==> src/sv/bpt_pkg.sv <==
package bpt_pkg;

  // Operation codes of an input item
  localparam logic [1:0] OP_OUTCOME = 2'd0;
  localparam logic [1:0] OP_SIGNAL  = 2'd1;
  localparam logic [1:0] OP_CLEAR   = 2'd2;

  // Configuration register indexes
  localparam logic [1:0] REG_PRIOR_ALPHA   = 2'd0;
  localparam logic [1:0] REG_PRIOR_BETA    = 2'd1;
  localparam logic [1:0] REG_FORGETTING    = 2'd2;
  localparam logic [1:0] REG_LOW_THRESHOLD = 2'd3;

  // Reset values of the configuration registers
  localparam logic [31:0] PRIOR_RESET      = 32'd65536;
  localparam logic [16:0] FORGETTING_RESET = 17'd65536;
  localparam logic [16:0] THRESHOLD_RESET  = 17'd0;

  typedef struct packed {
    logic [1:0] operation;
    logic       direction;
    logic       win;
  } in_item_t;

  typedef struct packed {
    logic [16:0] posterior;
    logic [32:0] precision;
    logic        low_confidence;
    logic [31:0] signal_count;
    logic [31:0] outcome_count;
    logic [31:0] low_event_count;
  } out_item_t;

  typedef enum logic [2:0] {
    S_IDLE,
    S_FETCH,
    S_DECAY_A,
    S_DECAY_B,
    S_BUMP,
    S_SETUP,
    S_DIVIDE,
    S_FINISH
  } state_e;

  // Commands from the controller to the datapath
  typedef struct packed {
    logic accept;
    logic fetch;
    logic decay_a;
    logic decay_b;
    logic bump;
    logic setup;
    logic div_step;
    logic finish;
  } cmd_t;

  // Status from the datapath to the controller
  typedef struct packed {
    logic outcome;
    logic needs_decay;
    logic out_free;
  } status_t;

endpackage

==> src/sv/bpt_ctrl.sv <==
module bpt_ctrl
  import bpt_pkg::*;
#(
  parameter int FRAC_BITS = 16
) (
  input  logic    clk_i,
  input  logic    rst_ni,
  input  logic    in_valid_i,
  input  status_t status_i,
  output cmd_t    cmd_o,
  output logic    busy_o
);

  localparam int CNTW = $clog2(FRAC_BITS + 1);

  state_e          state_q, state_d;
  logic [CNTW-1:0] step_q, step_d;

  // State and divide step counter
  always_ff @(posedge clk_i or negedge rst_ni) begin
    if (!rst_ni) begin
      state_q <= S_IDLE;
      step_q  <= '0;
    end else begin
      state_q <= state_d;
      step_q  <= step_d;
    end
  end

  // Next state
  always_comb begin
    state_d = state_q;
    step_d  = step_q;
    case (state_q)
      S_IDLE: begin
        if (in_valid_i) state_d = S_FETCH;
      end
      S_FETCH: begin
        if (status_i.outcome && status_i.needs_decay) state_d = S_DECAY_A;
        else if (status_i.outcome)                    state_d = S_BUMP;
        else                                          state_d = S_SETUP;
      end
      S_DECAY_A: state_d = S_DECAY_B;
      S_DECAY_B: state_d = S_BUMP;
      S_BUMP:    state_d = S_SETUP;
      S_SETUP: begin
        state_d = S_DIVIDE;
        step_d  = CNTW'(FRAC_BITS);
      end
      S_DIVIDE: begin
        if (step_q == '0) state_d = S_FINISH;
        else              step_d  = step_q - 1'b1;
      end
      S_FINISH: begin
        if (status_i.out_free) state_d = S_IDLE;
      end
      default: state_d = S_IDLE;
    endcase
  end

  // Outputs
  always_comb begin
    cmd_o  = '0;
    busy_o = (state_q != S_IDLE);
    case (state_q)
      S_IDLE:    cmd_o.accept   = in_valid_i;
      S_FETCH:   cmd_o.fetch    = 1'b1;
      S_DECAY_A: cmd_o.decay_a  = 1'b1;
      S_DECAY_B: cmd_o.decay_b  = 1'b1;
      S_BUMP:    cmd_o.bump     = 1'b1;
      S_SETUP:   cmd_o.setup    = 1'b1;
      S_DIVIDE:  cmd_o.div_step = 1'b1;
      S_FINISH:  cmd_o.finish   = status_i.out_free;
      default:   cmd_o          = '0;
    endcase
  end

endmodule

==> src/sv/bpt_datapath.sv <==
module bpt_datapath
  import bpt_pkg::*;
#(
  parameter int FRAC_BITS = 16
) (
  input  logic        clk_i,
  input  logic        rst_ni,
  input  cmd_t        cmd_i,
  output status_t     status_o,
  input  in_item_t    in_item_i,
  input  logic        cfg_we_i,
  input  logic [1:0]  cfg_index_i,
  input  logic [31:0] cfg_data_i,
  output logic        out_valid_o,
  input  logic        out_stall_i,
  output out_item_t   out_item_o
);

  // Common width for Q1.FRAC_BITS values and the 17-bit registers
  localparam int CW = (FRAC_BITS + 1 > 17) ? FRAC_BITS + 1 : 17;
  localparam int PW = 32 + CW;
  localparam int QW = FRAC_BITS + 1;
  localparam logic [CW-1:0] ONE_CW  = CW'(1) << FRAC_BITS;
  localparam logic [32:0]   ONE_33  = 33'd1 << FRAC_BITS;

  // Configuration registers
  logic [31:0] prior_alpha_q, prior_beta_q;
  logic [16:0] forgetting_q, threshold_q;

  // Count stores and event counters
  logic [31:0] alpha_q [2];
  logic [31:0] beta_q  [2];
  logic [31:0] signals_q, outcomes_q, lows_q;

  // Working registers
  in_item_t    item_q;
  logic [31:0] a_q, a_d, b_q, b_d;
  logic [32:0] sum_q;
  logic [33:0] rem_q;
  logic [QW-1:0] quo_q;

  // Output register
  logic      out_valid_q;
  out_item_t out_q;

  logic [CW-1:0] forget_ext, thr_ext, post_ext;
  logic [31:0]   mul_in;
  logic [PW-1:0] product;
  logic [31:0]   decayed, bump_in, bumped;
  logic [32:0]   bump_sum;
  logic          ge;
  logic [33:0]   rem_sub;
  logic          low;

  assign forget_ext = CW'(forgetting_q);
  assign thr_ext    = CW'(threshold_q);

  // Configuration writes
  always_ff @(posedge clk_i or negedge rst_ni) begin
    if (!rst_ni) begin
      prior_alpha_q <= PRIOR_RESET;
      prior_beta_q  <= PRIOR_RESET;
      forgetting_q  <= FORGETTING_RESET;
      threshold_q   <= THRESHOLD_RESET;
    end else if (cfg_we_i) begin
      case (cfg_index_i)
        REG_PRIOR_ALPHA:   prior_alpha_q <= cfg_data_i;
        REG_PRIOR_BETA:    prior_beta_q  <= cfg_data_i;
        REG_FORGETTING:    forgetting_q  <= cfg_data_i[16:0];
        REG_LOW_THRESHOLD: threshold_q   <= cfg_data_i[16:0];
        default: ;
      endcase
    end
  end

  // Decay multiplier, shared by alpha and beta
  assign mul_in  = cmd_i.decay_b ? b_q : a_q;
  assign product = PW'(mul_in) * PW'(forget_ext);
  assign decayed = product[FRAC_BITS +: 32];

  // Saturating increment by 1.0 (1 << FRAC_BITS)
  assign bump_in  = item_q.win ? a_q : b_q;
  assign bump_sum = {1'b0, bump_in} + ONE_33;
  assign bumped   = bump_sum[32] ? 32'hFFFF_FFFF : bump_sum[31:0];

  // Working count next values
  always_comb begin
    a_d = a_q;
    b_d = b_q;
    if (cmd_i.fetch) begin
      if (item_q.operation == OP_CLEAR) begin
        a_d = prior_alpha_q;
        b_d = prior_beta_q;
      end else begin
        a_d = alpha_q[item_q.direction];
        b_d = beta_q[item_q.direction];
      end
    end else if (cmd_i.decay_a) begin
      a_d = decayed;
    end else if (cmd_i.decay_b) begin
      b_d = decayed;
    end else if (cmd_i.bump) begin
      if (item_q.win) a_d = bumped;
      else            b_d = bumped;
    end
  end

  always_ff @(posedge clk_i) begin
    if (cmd_i.accept) item_q <= in_item_i;
    a_q <= a_d;
    b_q <= b_d;
  end

  // Stores and counters
  always_ff @(posedge clk_i or negedge rst_ni) begin
    if (!rst_ni) begin
      alpha_q[0] <= PRIOR_RESET;
      alpha_q[1] <= PRIOR_RESET;
      beta_q[0]  <= PRIOR_RESET;
      beta_q[1]  <= PRIOR_RESET;
      signals_q  <= '0;
      outcomes_q <= '0;
      lows_q     <= '0;
    end else begin
      if (cmd_i.fetch) begin
        if (item_q.operation == OP_OUTCOME) outcomes_q <= outcomes_q + 1'b1;
        if (item_q.operation == OP_SIGNAL)  signals_q  <= signals_q + 1'b1;
        if (item_q.operation == OP_CLEAR) begin
          alpha_q[0] <= prior_alpha_q;
          alpha_q[1] <= prior_alpha_q;
          beta_q[0]  <= prior_beta_q;
          beta_q[1]  <= prior_beta_q;
        end
      end
      // write back the updated pair of the item's direction
      if (cmd_i.setup) begin
        alpha_q[item_q.direction] <= a_q;
        beta_q[item_q.direction]  <= b_q;
      end
      if (cmd_i.finish && low) lows_q <= lows_q + 1'b1;
    end
  end

  // Restoring divider, one quotient bit a cycle
  assign ge      = (rem_q >= {1'b0, sum_q});
  assign rem_sub = ge ? rem_q - {1'b0, sum_q} : rem_q;

  always_ff @(posedge clk_i) begin
    if (cmd_i.setup) begin
      sum_q <= {1'b0, a_q} + {1'b0, b_q};
      rem_q <= {2'b00, a_q};
      quo_q <= '0;
    end else if (cmd_i.div_step) begin
      rem_q <= {rem_sub[32:0], 1'b0};
      quo_q <= {quo_q[QW-2:0], ge};
    end
  end

  // Posterior, zero when the precision is zero
  assign post_ext = (sum_q == '0) ? '0 : CW'(quo_q);
  assign low      = (item_q.operation == OP_OUTCOME) && (post_ext < thr_ext);

  // Output register
  always_ff @(posedge clk_i or negedge rst_ni) begin
    if (!rst_ni) begin
      out_valid_q <= 1'b0;
    end else if (cmd_i.finish) begin
      out_valid_q <= 1'b1;
    end else if (!out_stall_i) begin
      out_valid_q <= 1'b0;
    end
  end

  always_ff @(posedge clk_i) begin
    if (cmd_i.finish) begin
      out_q.posterior       <= post_ext[16:0];
      out_q.precision       <= sum_q;
      out_q.low_confidence  <= low;
      out_q.signal_count    <= signals_q;
      out_q.outcome_count   <= outcomes_q;
      out_q.low_event_count <= lows_q + {31'd0, low};
    end
  end

  assign out_valid_o          = out_valid_q;
  assign out_item_o           = out_q;
  assign status_o.outcome     = (item_q.operation == OP_OUTCOME);
  assign status_o.needs_decay = (forget_ext < ONE_CW);
  assign status_o.out_free    = !out_valid_q || !out_stall_i;

endmodule

==> src/sv/beta_posterior_tracker.sv <==
// Steps after an input transfer: fetch; for an outcome, decay of alpha then beta when
// the forgetting factor is below 1.0, and the bump; then setup, divide and finish.
// A new item is taken only once the last result has entered the output register. The
// restoring divider yields one posterior bit a cycle; a result held back by an output
// stall keeps the block busy and so holds off the next input transfer.
// Reset: counts load 1.0 (65536) priors, event counters and output valid clear.
module beta_posterior_tracker
  import bpt_pkg::*;
#(
  parameter int FRAC_BITS = 16
) (
  input  logic        clk_i,
  input  logic        rst_ni,
  input  logic        in_valid_i,
  output logic        in_stall_o,
  input  in_item_t    in_item_i,
  output logic        out_valid_o,
  input  logic        out_stall_i,
  output out_item_t   out_item_o,
  input  logic        cfg_valid_i,
  output logic        cfg_ready_o,
  input  logic [1:0]  cfg_index_i,
  input  logic [31:0] cfg_data_i
);

  cmd_t    cmd;
  status_t status;
  logic    busy;

  assign in_stall_o  = busy;
  assign cfg_ready_o = 1'b1;

  // Sequencer
  bpt_ctrl #(
    .FRAC_BITS (FRAC_BITS)
  ) u_ctrl (
    .clk_i      (clk_i),
    .rst_ni     (rst_ni),
    .in_valid_i (in_valid_i),
    .status_i   (status),
    .cmd_o      (cmd),
    .busy_o     (busy)
  );

  // Counts, decay, divider and output register
  bpt_datapath #(
    .FRAC_BITS (FRAC_BITS)
  ) u_datapath (
    .clk_i       (clk_i),
    .rst_ni      (rst_ni),
    .cmd_i       (cmd),
    .status_o    (status),
    .in_item_i   (in_item_i),
    .cfg_we_i    (cfg_valid_i & cfg_ready_o),
    .cfg_index_i (cfg_index_i),
    .cfg_data_i  (cfg_data_i),
    .out_valid_o (out_valid_o),
    .out_stall_i (out_stall_i),
    .out_item_o  (out_item_o)
  );

endmodule
==> config.mk <==
export PLATFORM = sky130hd
export DESIGN_NAME = beta_posterior_tracker
export DESIGN_NICKNAME = d
export VERILOG_FILES = /design/src/sv/bpt_pkg.sv /design/src/sv/bpt_ctrl.sv /design/src/sv/bpt_datapath.sv /design/src/sv/beta_posterior_tracker.sv
export SDC_FILE = /design/constraint.sdc
export NUM_CORES = 2
export LEC_CHECK = 0
export BUFFER_PORTS_ARGS = -buffer_cell sky130_fd_sc_hd__buf_2
export CORE_UTILIZATION = 62
export CTS_BUF_LIST = sky130_fd_sc_hd__clkbuf_16
export CTS_CLUSTER_DIAMETER = 40
export CTS_CLUSTER_SIZE = 14
export DETAILED_ROUTE_END_ITERATION = 16
export PLACE_DENSITY = 0.8
export SYNTH_ARGS = -nofsm -noshare
export SYNTH_HDL_FRONTEND = slang
export SYNTH_SLANG_ARGS = --single-unit
==> constraint.sdc <==
create_clock -name clk_i -period 13.1 [get_ports clk_i]
set_clock_uncertainty 0.05 [all_clocks]
set_input_delay 2.62 -clock clk_i [delete_from_list [all_inputs] [get_ports clk_i]]
set_output_delay 2.62 -clock clk_i [all_outputs]
set_load 0.02 [all_outputs]
==> summary.md <==
| Metric | Value |
|---|---|
| Antenna violations before repair | `6` |
| CTS hold repair buffers | `0` |
| Final hold viol count | `0` |
| Setup bufs post-CTS | `0` |
| # IOs | `just under 200` |
| Met3 Usage GRT | `6.09%` |
| Site row count | `a little over 100` |
| Drc violations | `0` |
| Util after Layout | `a little over two thirds` |
| Worst rel slew slack | `24.5%` |
| Clock H-tree levels | `3` |
| Clock-pin slew on the worst setup and hold paths | `0.06 ns` |
| Max-slew violation count | `0` |
| Worst path arrival time | `between 10 and 15 ns` |
| Max cap viols | `0` |
| WP data required | `13.39 ns` |
| Synth Instances | `~4900` |
| Min-delay worst type | `flip-flop to flip-flop` |
| Synth Flop Type | `dfrtp_1` |
| Met1 usage in global routing | `44.7%` |
| Kind of cell adding the most delay to the critical path | `adder cells` |
| Avg Cell Area, Syn | `roughly 10 sq um` |
| CTS Buffer Depth | `3` |
| Seq/Total Area, Yosys | `a little over a third` |
| Pin count of the biggest net entering global routing | `around 120` |
| Routed wire per std cell | `roughly 21 um` |
| Clock sink count | `630` |
| Post-synth net total | `about 5600` |
| CP max-delay cell | `nor2_4` |
| CP Launch Type | `flip-flop` |
| Crit path largest cell delay | `~0.9 ns` |
| I/O Buffers | `between 150 and 200` |
| Die Height | `around 280 um` |
| Number of gates resized after cts | `0` |
| Period utilisation layout | `76.5%` |
| Total of warnings raised by yosys | `0` |
| Synth Register Bits | `630` |
| Max FO, Critical Path | `30` |
| Routed via count | `~37000` |
| Core area | `0.0763 sq mm` |
| DIE AREA | `approximately 0.079 sq mm` |
| GP Congestion | `approximately 0.94` |
| Layout cells sized above 1 | `between 10 and 15%` |
| Final-stage net count | `~5700` |
| Most common cell after layout, fill and taps aside | `nand2_1` |
| Design area | `0.0529 sq mm` |
| Crit path time final | `approximately 10 ns` |
| Synth cell types | `79` |
| Tightest Pin Transition | `approximately 1.1 ns` |
| # setup viols final | `0` |
| Most frequent cells in the layout | `nand2_1 (681), inv_1 (618), fa_1 (448)` |
| CP most frequent cell | `fa_1` |
| DR iter-0 viols | `4035` |
| WP buf/inv | `4` |
| Non-Filler Instances | `6098` |
| Die span in x | `around 280 um` |
| Vias in the first global route | `about 38000` |
| Effective utilization at floorplan | `between 60% and 70%` |
| Clk root buf | `clkbuf_16` |
| Met2 Use GR | `a little under three fifths` |
| Crit end category | `flip-flop` |
| GRT Total Usage | `34.0%` |
| Filler Cells Inserted | `around 5700` |
| Max frequency | `around 100 MHz` |
| Gr ovfl total | `0` |
| CP Class | `flip-flop to flip-flop` |
| 1st-pass router iterations | `6` |
| Detailed Place HPWL | `around 90 mm` |
| First-pass GRT wire length | `between 200 and 250 mm` |
| Clock Latency Late Sink | `around 0.64 ns` |
| Setup TNS | `0 ns` |
| Post-synth EDFFs | `280` |
| RSZ-0062 raised after global routing | `no` |
| Placed Cells incl. Taps | `5942` |
| CTS Buf Count | `between 80 and 90` |
| TritonCTS clock tree | `built` |
| Post-synthesis async set-or-reset flop share | `between 50% and 60%` |
| Syn Std Cell Area | `0.0481 sq mm` |
| Synth-to-layout area growth | `10.0%` |
| Busiest metal layer after global routing | `met2` |
| Outcome | `finished, final reports clean` |
| Placed inst area | `roughly 0.050 sq mm` |
| Detailed-route wire length | `~130 mm` |
| Routed Antenna Nets | `0` |
| Vias/cell | `between 6 and 7` |
metrics by stage:
step / hold slack, ns / setup WS (ns)
global route: 0.425 / 2.84
detailed placement: 0.405 / 3.40
finish: 0.409 / 3.08
global placement: 0.384 / 3.45
CTS: 0.413 / 3.33
floorplan: 0.376 / 1.64
per-layer routing:
layer	vias to the layer above	routed length (um)
met5	-	27
met1	18241	50700
met4	4	5730
li1	16416	-
met2	2044	61500
met3	420	12400
Yosys cell counts (all sizes together), types with 53 or more instances:
cell    instances  area share (%)
fa            448              19
nand3          70            0.74
o21ai         139             1.4
nor3           53            0.58
inv           615             4.8
xnor2         138             2.5
edfxtp        280              17
nor2          259             2.0
xor2           87             1.6
clkbuf        211             1.6
nand2         686             5.4
mux2i          86             1.8
ha            206             5.4
and2          211             2.7
dfrtp         324              17
a21oi         361             3.8
mux2          134             3.1
and3           96             1.2
flip-flops by register name, summed over array words and instances, names as in the netlist:
register                  cells
u_datapath.alpha_q           64
u_datapath.out_valid_o        1
u_datapath.outcomes_q        32
u_datapath.beta_q            64
u_datapath.quo_q             17
u_datapath.prior_beta_q      32
u_ctrl.step_q                 5
u_datapath.sum_q             33
u_datapath.signals_q         32
u_datapath.out_item_o       147
u_datapath.forget_ext        17
u_datapath.prior_alpha_q     32
u_datapath.a_q               32
u_datapath.thr_ext           17
u_datapath.rem_q             34
u_datapath.b_q               32
u_datapath.lows_q            32
u_ctrl.state_q                3
u_datapath.item_q             4
area by class of cell:
type,count,area [sq um],area share [%]
inverters,615,2310,4.36
flip-flops and latches,630,17100,32.3
clock inverters,67,747,1.41
clock buffers,86,2150,4.07
repair buffers,250,1410,2.66
diodes,3,7.51,0.0142
multi-input cells,3417,27900,52.8
well taps,1030,1290,2.44
kinds of logic after synthesis:
logic type,Yosys count,share of synthesized area (%)
other,1,0.00780
xor gates and xnor gates,225,4.10
AOI/OAI and AO/OA,770,9.72
adders and majority gates,654,24.0
buffers and inverters,847,6.64
and+or+nand+nor,1547,15.1
muxes,220,4.93
DFF,630,35.5
worst reg2reg max path: stages (launching register included):
cell,delay [ns]
dfrtp_1,0.59
nand2b_1,0.66
nor2_4,0.89
buf_4,0.39
nand2_1,0.09
nand2_1,0.62
nand2_1,0.18
fa_1,0.58
fa_1,0.45
fa_1,0.51
inv_1,0.05
fa_1,0.46
fa_1,0.54
inv_1,0.06
fa_1,0.53
inv_1,0.04
ha_1,0.41
a21oi_1,0.17
o21ai_0,0.11
a2111oi_0,0.58
o31ai_1,0.22
a211oi_1,0.47
o221ai_1,0.30
a221oi_1,0.39
xor2_1,0.22
o21ai_0,0.13
final timing paths:
| path | startpoint | to | slack, ns | cells after the start |
|---|---|---|---|---|
| worst max-delay path | u_ctrl.state_q[2] | u_datapath.a_q[21] | 3.08 | 25 |
| worst min-delay path | u_datapath.quo_q[16] | u_datapath.quo_q[16] | 0.41 | 2 |
| max in group asynchronous | rst_ni | u_datapath.beta_q[33] | 8.52 | 3 |
| min in group asynchronous | rst_ni | u_datapath.outcomes_q[28] | 2.00 | 1 |
| worst max register to register | u_ctrl.state_q[2] | u_datapath.a_q[21] | 3.08 | 25 |
| worst min register to register | u_datapath.quo_q[16] | u_datapath.quo_q[16] | 0.41 | 2 |
Power is left out: the tool's default activity adds up to more than one toggle a clock period on the data nets, which glitch-free logic cannot reach.
